## config.mk

```make
export PLATFORM = sky130hd
export DESIGN_NAME = gregorian_date_add_days
export DESIGN_NICKNAME = d
export VERILOG_FILES = /design/src/rtl/core/gda_pkg.sv /design/src/rtl/core/gda_sub.sv /design/src/rtl/core/gda_cal.sv /design/src/rtl/core/gregorian_date_add_days.sv
export SDC_FILE = /design/constraint.sdc
export NUM_CORES = 1
export LEC_CHECK = 0
export BUFFER_PORTS_ARGS = -buffer_cell sky130_fd_sc_hd__buf_2
export CAP_MARGIN = 10
export CORE_UTILIZATION = 30
export DETAILED_ROUTE_END_ITERATION = 7
export GPL_TIMING_DRIVEN = 0
export PLACE_DENSITY = 0.49
export SYNTH_ARGS = -nofsm -noshare
export SYNTH_HDL_FRONTEND = slang
export SYNTH_SLANG_ARGS = --single-unit
```

## constraint.sdc

```tcl
create_clock -name i_clk -period 16.1 [get_ports i_clk]
set_clock_uncertainty 0.15 [all_clocks]
set_input_delay 0.805 -clock i_clk [delete_from_list [all_inputs] [get_ports i_clk]]
set_output_delay 0.805 -clock i_clk [all_outputs]
set_load 0.02 [all_outputs]
```

## src/rtl/core/gda_pkg.sv

```systemverilog
// ----------------------------------------------------------------------------
// gda_pkg - shared types and constants for the date adder
// Word type of the shared subtractor, calendar constants, and the struct
// that carries the month and the year phase to the month length lookup.
// ----------------------------------------------------------------------------
package gda_pkg;

    // signed working word: holds a 16-bit day count plus sign and margin
    localparam int WORD_W = 19;
    typedef logic signed [WORD_W-1:0] t_word;

    localparam int DAY_W   = 5;
    localparam int MONTH_W = 4;
    localparam int YEAR_W  = 16;
    localparam int COUNT_W = 16;

    // Gregorian cycle: the leap rule repeats every 400 years
    localparam int YEAR_CYCLE = 400;
    localparam int PHASE_W    = $clog2(YEAR_CYCLE);
    localparam int CENTURY    = 100;

    // remainder by 400 of a 16-bit year: conditional subtracts of 400 << k
    localparam int MOD_STEPS = 8;
    localparam int STEP_W    = $clog2(MOD_STEPS);

    localparam logic [MONTH_W-1:0] MONTH_JAN = MONTH_W'(1);
    localparam logic [MONTH_W-1:0] MONTH_FEB = MONTH_W'(2);
    localparam logic [MONTH_W-1:0] MONTH_APR = MONTH_W'(4);
    localparam logic [MONTH_W-1:0] MONTH_JUN = MONTH_W'(6);
    localparam logic [MONTH_W-1:0] MONTH_SEP = MONTH_W'(9);
    localparam logic [MONTH_W-1:0] MONTH_NOV = MONTH_W'(11);
    localparam logic [MONTH_W-1:0] MONTH_DEC = MONTH_W'(12);

    localparam logic [DAY_W-1:0] LEN_FEB      = DAY_W'(28);
    localparam logic [DAY_W-1:0] LEN_FEB_LEAP = DAY_W'(29);
    localparam logic [DAY_W-1:0] LEN_SHORT    = DAY_W'(30);
    localparam logic [DAY_W-1:0] LEN_LONG     = DAY_W'(31);

    localparam logic [YEAR_W-1:0] YEAR_MAX = '1;

    typedef struct packed {
        logic [MONTH_W-1:0] month;
        logic [PHASE_W-1:0] phase;   // year mod 400
    } t_cal_in;

endpackage

```

## src/rtl/core/gda_sub.sv

```systemverilog
// ----------------------------------------------------------------------------
// gda_sub - shared subtract and compare unit
// Returns a - b and whether a >= b (signed). Used for the year remainder
// steps and for every month step of the walk.
// ----------------------------------------------------------------------------
module gda_sub (
    input  gda_pkg::t_word i_a,
    input  gda_pkg::t_word i_b,
    output gda_pkg::t_word o_diff,
    output logic           o_ge
);

    // operands stay far from the word limits, so the sign bit is exact
    assign o_diff = i_a - i_b;
    assign o_ge   = ~o_diff[gda_pkg::WORD_W-1];

endmodule

```

## src/rtl/core/gda_cal.sv

```systemverilog
// ----------------------------------------------------------------------------
// gda_cal - month length lookup
// Length of a month from its number and the year's position in the
// 400-year cycle. Month codes outside 1..12 count as 31 days.
// ----------------------------------------------------------------------------
module gda_cal (
    input  gda_pkg::t_cal_in                 i_cal,
    output logic [gda_pkg::DAY_W-1:0]        o_len
);

    logic leap;
    logic century;

    // year mod 100 is zero only at these four values of year mod 400
    assign century = i_cal.phase inside {
        gda_pkg::PHASE_W'(0),
        gda_pkg::PHASE_W'(gda_pkg::CENTURY),
        gda_pkg::PHASE_W'(2 * gda_pkg::CENTURY),
        gda_pkg::PHASE_W'(3 * gda_pkg::CENTURY)
    };

    assign leap = ((i_cal.phase[1:0] == 2'b00) && !century) ||
                  (i_cal.phase == '0);

    always_comb begin
        case (i_cal.month)
            gda_pkg::MONTH_FEB: o_len = leap ? gda_pkg::LEN_FEB_LEAP : gda_pkg::LEN_FEB;
            gda_pkg::MONTH_APR,
            gda_pkg::MONTH_JUN,
            gda_pkg::MONTH_SEP,
            gda_pkg::MONTH_NOV: o_len = gda_pkg::LEN_SHORT;
            default:            o_len = gda_pkg::LEN_LONG;
        endcase
    end

endmodule

```

## src/rtl/core/gregorian_date_add_days.sv

```systemverilog
// ----------------------------------------------------------------------------
// gregorian_date_add_days - Gregorian date plus a day count
// Each item passes the year remainder steps, the month walk and the output
// load; the walk runs up to about 2160 months for the largest count. One item
// at a time. Throughput is set by the month walk: one month per cycle through
// the shared subtractor. Reset (i_rst_n low, synchronous) returns to idle and
// drops any pending result.
// ----------------------------------------------------------------------------
module gregorian_date_add_days (
    input  logic        i_clk,
    input  logic        i_rst_n,
    // input stream
    input  logic        i_s_axis_tvalid,
    output logic        o_s_axis_tready,
    // [4:0] start_day, [8:5] start_month, [24:9] start_year,
    // [40:25] days_to_add, [47:41] zero
    input  logic [47:0] i_s_axis_tdata,
    // result stream
    output logic        o_m_axis_tvalid,
    input  logic        i_m_axis_tready,
    // [4:0] end_day, [8:5] end_month, [24:9] end_year,
    // [25] year_overflow, [31:26] zero
    output logic [31:0] o_m_axis_tdata
);

    // Sequencer:
    //   IDLE  wait for an input transfer
    //   MOD   year mod 400 by eight conditional subtracts of 400 << k
    //   WALK  one month per cycle; the phase of the year then just counts
    //   DONE  load the output register once it is free
    typedef enum logic [1:0] {
        S_IDLE,
        S_MOD,
        S_WALK,
        S_DONE
    } t_state;

    t_state                          r_state;
    logic [gda_pkg::DAY_W-1:0]       r_day;
    logic [gda_pkg::MONTH_W-1:0]     r_month;
    logic [gda_pkg::YEAR_W-1:0]      r_year;
    gda_pkg::t_word                  r_left;    // days still to add, never negative
    logic [gda_pkg::YEAR_W-1:0]      r_rem;     // remainder by 400; low bits are phase
    logic [gda_pkg::STEP_W-1:0]      r_k;
    logic                            r_ovf;
    logic                            r_out_valid;
    logic [31:0]                     r_out_data;

    gda_pkg::t_word                  sub_a;
    gda_pkg::t_word                  sub_b;
    gda_pkg::t_word                  sub_diff;
    logic                            sub_ge;
    gda_pkg::t_cal_in                cal_in;
    logic [gda_pkg::DAY_W-1:0]       month_len;
    logic signed [gda_pkg::DAY_W+1:0] rest;
    logic [gda_pkg::PHASE_W-1:0]     phase;
    logic                            out_free;

    assign phase = r_rem[gda_pkg::PHASE_W-1:0];

    assign cal_in.month = r_month;
    assign cal_in.phase = phase;

    gda_cal u_cal (
        .i_cal (cal_in),
        .o_len (month_len)
    );

    // days left in the current month, counting the current day;
    // zero or negative when the day is past the month's end
    assign rest = $signed({2'b00, month_len}) - $signed({2'b00, r_day})
                + $signed((gda_pkg::DAY_W+2)'(1));

    always_comb begin
        case (r_state)
            S_MOD: begin
                sub_a = gda_pkg::t_word'({3'b000, r_rem});
                sub_b = gda_pkg::t_word'(gda_pkg::YEAR_CYCLE) << r_k;
            end
            default: begin
                sub_a = r_left;
                sub_b = {{(gda_pkg::WORD_W-gda_pkg::DAY_W-2){rest[gda_pkg::DAY_W+1]}}, rest};
            end
        endcase
    end

    gda_sub u_sub (
        .i_a    (sub_a),
        .i_b    (sub_b),
        .o_diff (sub_diff),
        .o_ge   (sub_ge)
    );

    assign out_free        = !r_out_valid || i_m_axis_tready;
    assign o_s_axis_tready = (r_state == S_IDLE);
    assign o_m_axis_tvalid = r_out_valid;
    assign o_m_axis_tdata  = r_out_data;

    always_ff @(posedge i_clk) begin
        if (!i_rst_n) begin
            r_state     <= S_IDLE;
            r_out_valid <= 1'b0;
        end else begin
            // in DONE the register is reloaded in the same cycle instead
            if (r_out_valid && i_m_axis_tready && (r_state != S_DONE)) begin
                r_out_valid <= 1'b0;
            end

            case (r_state)
                S_IDLE: begin
                    if (i_s_axis_tvalid) begin
                        r_day   <= i_s_axis_tdata[4:0];
                        r_month <= i_s_axis_tdata[8:5];
                        r_year  <= i_s_axis_tdata[24:9];
                        r_rem   <= i_s_axis_tdata[24:9];
                        r_left  <= gda_pkg::t_word'({3'b000, i_s_axis_tdata[40:25]});
                        r_k     <= gda_pkg::STEP_W'(gda_pkg::MOD_STEPS - 1);
                        r_ovf   <= 1'b0;
                        r_state <= S_MOD;
                    end
                end

                S_MOD: begin
                    if (sub_ge) begin
                        r_rem <= sub_diff[gda_pkg::YEAR_W-1:0];
                    end
                    if (r_k == '0) begin
                        r_state <= S_WALK;
                    end else begin
                        r_k <= r_k - gda_pkg::STEP_W'(1);
                    end
                end

                S_WALK: begin
                    if (r_left == '0) begin
                        r_state <= S_DONE;
                    end else if (sub_ge) begin
                        // leave the month whole, continue at day 1 of the next
                        r_left <= sub_diff;
                        r_day  <= gda_pkg::DAY_W'(1);
                        if (r_month == gda_pkg::MONTH_DEC) begin
                            r_month <= gda_pkg::MONTH_JAN;
                            if (r_year == gda_pkg::YEAR_MAX) begin
                                r_ovf <= 1'b1;    // year saturates, walk goes on
                            end else begin
                                r_year <= r_year + gda_pkg::YEAR_W'(1);
                                if (phase == gda_pkg::PHASE_W'(gda_pkg::YEAR_CYCLE - 1)) begin
                                    r_rem <= '0;
                                end else begin
                                    r_rem <= r_rem + gda_pkg::YEAR_W'(1);
                                end
                            end
                        end else begin
                            r_month <= r_month + gda_pkg::MONTH_W'(1);
                        end
                    end else begin
                        // remaining count ends inside this month
                        r_day   <= r_day + r_left[gda_pkg::DAY_W-1:0];
                        r_left  <= '0;
                        r_state <= S_DONE;
                    end
                end

                S_DONE: begin
                    if (out_free) begin
                        r_out_data  <= {6'b000000, r_ovf, r_year, r_month, r_day};
                        r_out_valid <= 1'b1;
                        r_state     <= S_IDLE;
                    end
                end

                default: begin
                    r_state <= S_IDLE;
                end
            endcase
        end
    end

endmodule

```

==> run metrics <==
Hold Violations, Final 0; tightest slew margin relative to the limit 0.2804; placer's final routability congestion estimate 0.8551; detailed-router iteration count before antenna repair 4; Vias/cell 5.230; via count of the first global-routing pass 5324; diodes inserted 0; average detailed-routed wire length per instance 19.10 µm; antenna violations before repair 0; total wire length 19.37 mm; worst hold path class flip-flop to flip-flop; minimum clock period 6271 ps; HPWL Detailed 15.35 mm; achievable clock frequency 159.5 MHz; instance count of the mapped netlist 643; largest incremental delay on the critical path 540 ps; maximum buffer depth of the clock tree 2; CORE AREA 21090 µm²; via total after detailed routing 5303; cells resized by post-CTS repair 0; power density cells 243.3 nW/µm²; overall overflow remaining after global route 0; area overhead of the layout relative to synthesis 16.59%; most frequently used flop master after synthesis edfxtp_1; clock slew seen by the registers of the worst setup and hold paths 60 ps; sequential fraction of the synthesis area 0.4214; count of clock tree sinks 92; Global Route Usage Sum 0.1799; cell with the biggest individual delay on the critical path fa_1; GRT Max-Usage Layer met2; worst reg-to-reg path cell count 22; post-cts hold buffer count 0; clock root buffer clkbuf_16; Die X 149.0 µm; initial cell density of the core 0.3075; top cells by area, synth edfxtp_1, ha_1, a21oi_1; level count of the clock H-tree 3; async set-or-reset flop fraction in the synthesized netlist 0; drt drc 0; number of setup violations in the final report 0; total of max-cap violations 0; wire length of the first global-routing pass 29.79 mm; crit path cell chain clkbuf_1 > nand2_1 > a211oi_1 > o21ai_0 > nand2_1 > a211oi_1 > a21oi_1 > ha_1 > inv_1 > fa_1 > nand2_1 > or4_1 > o221ai_1 > a22oi_1 > ha_1 > and3_4 > a221oi_4 > nor3_2 > o31ai_2 > a21oi_2 > nor3_2 > buf_6; GR Layer Usage met2 0.2833; final cycle utilization of the critical path 0.3895; number of warnings printed during yosys synthesis 0; Final Net Count 830; type of the setup path with the least slack flip-flop to flip-flop; Top Family by Delay on Critical Path compound AO/OA/AOI/OAI gates; required time at the worst-slack endpoint 16010 ps; number of placed instances with taps included 998; CP dominant cell by count nand2_1; worst ir drop on vdd 0.1046 mV; Clk Latency, worst-skew pair 360 ps; Power Total 1840 µW; biggest fanout along the worst timing path 12; total clock buffers created by CTS 9; Syn Std Cell Area 6485 µm²; Worst EP arrival 6180 ps; count of flip-flops with a built-in enable after synthesis 89; CP bufs+invs 3; number of setup buffers added after CTS 0; maximum number of pins on one net before global-route repair 24; DR iter-0 viols 392; count leader, synth edfxtp_1; Post-Route Setup TNS 0 ps; antenna-violating nets left 0; CTS tree built; Seq cells post-synth 92; number of port buffers 72; measured slew at the worst slew-check pin 1052 ps; area share of the largest cell type after synthesis 0.4121; setup repair after global routing missed its margin no; outcome finished clean; post-route insts no fill 1014; worst hold-check slack 275.6 ps; cell depth of the worst min-delay path 0; Worst Setup End Kind flip-flop; count of boundary I/O pins 86; Leak Pwr 0.002794 µW; Syn Area/Cell 10.09 µm²; die span in y 149.0 µm; full die area 22210 µm²; synth unique cells 77; layout cell share with drive strength beyond 1 0.2016; floorplan row count 53; GR Layer Usage met1 0.2440; global-route track usage on met3 0.02875; startpoint kind of the worst setup timing path flip-flop; final max-slew violation count 0; depth of the critical timing path with buffers and inverters included 22; post-synthesis cell type with the largest combined area edfxtp_1; Filler Cell Count 2155; Commonest cells post-synth edfxtp_1, nor2_1, a21oi_1
-- report_power, final --
group	internal, µW	switching, µW	leakage, µW
logic	449	717	0.00181
clock network	120	98.0	0.000140
registers	386	69.4	0.000844
total	955	884	0.00279
-- per-stage QoR --
stage	util	cell area (µm²)	setup WS, ps
after floorplan	-	6504	9617
after global placement	0.3418	7208	7903
after detailed placement	0.3447	7268	9804
after CTS	0.3586	7561	9766
after global routing	0.3586	7561	9326
final	0.3586	7561	9829
-- cell families (layout without fill, tap and decap cells) --
logic type      after synthesis  after routing  synth area share
flops                        92             92            0.4214
simple gates                205            205            0.1634
buf+inv                      62            153           0.04264
compound gates              171            171            0.1833
other cells                   1              6         0.0005783
mux                          25             25           0.04225
xor+xnor                     43             43           0.05807
fa+ha+maj                    44             44           0.08837
-- metal layers --
| metal | share of wire | up-vias |
|---|---|---|
| met5 | 0 | - |
| met4 | 0.025 | 0 |
| met3 | 0.048 | 26 |
| met2 | 0.46 | 123 |
| met1 | 0.47 | 2552 |
| li1 | - | 2602 |
-- final cells by class --
type | count | area, µm² | area share
clock buffer | 9 | 225.2 | 0.02979
multi-input combinational | 494 | 3517 | 0.4652
sequential | 92 | 2733 | 0.3614
inverter | 28 | 105.1 | 0.01390
buffer | 34 | 171.4 | 0.02267
tap | 275 | 344.1 | 0.04551
timing repair buffer | 75 | 397.9 | 0.05262
clock inverter | 7 | 67.56 | 0.008936
-- cells in the final DEF (no fill, tap or decap), types with 7 or more instances in the layout --
cell | Yosys | layout
edfxtp_1 | 89 | 89
buf_2 | 2 | 74
nor2_1 | 57 | 56
a21oi_1 | 53 | 53
nand2_1 | 42 | 42
ha_1 | 41 | 41
inv_1 | 27 | 27
xnor2_1 | 26 | 26
nand3_1 | 21 | 21
o21ai_0 | 21 | 21
mux2_2 | 19 | 19
clkbuf_1 | 18 | 18
xor2_1 | 17 | 17
a31oi_1 | 13 | 13
o21a_1 | 12 | 12
nor3_1 | 13 | 12
a21o_1 | 9 | 9
nand4_1 | 9 | 9
clkbuf_16 | 0 | 9
nand2b_1 | 8 | 8
o221ai_1 | 8 | 8
and3_1 | 8 | 8
a22oi_1 | 7 | 7
-- sequential cells by signal (all words and copies together) (netlist names) --
signal           cells
r_year              16
o_m_axis_tdata      26
r_month              4
r_state              2
r_ovf                1
o_m_axis_tvalid      1
r_rem               16
r_day                5
r_k                  3
r_left              18
-- final timing paths --
| path | end | from | slack (ps) |
|---|---|---|---|
| worst min register to register | o_m_axis_tdata[25] | r_ovf | 280 |
| worst max register to register | r_year[5] | r_rem[2] | 9830 |
| worst max-delay path | r_year[5] | r_rem[2] | 9830 |
| worst min-delay path | o_m_axis_tdata[25] | r_ovf | 280 |
-- worst reg2reg max path, stage by stage, from the launching register on --
cell and delay (ps):
edfxtp_1 320, clkbuf_1 320, nand2_1 100, a211oi_1 200
o21ai_0 130, nand2_1 90, a211oi_1 60, a21oi_1 170
ha_1 170, inv_1 70, fa_1 540, nand2_1 110
or4_1 500, o221ai_1 290, a22oi_1 140, ha_1 400
and3_4 220, a221oi_4 440, nor3_2 140, o31ai_2 400
a21oi_2 260, nor3_2 510, buf_6 250
Power figures use the tool's default switching activity.
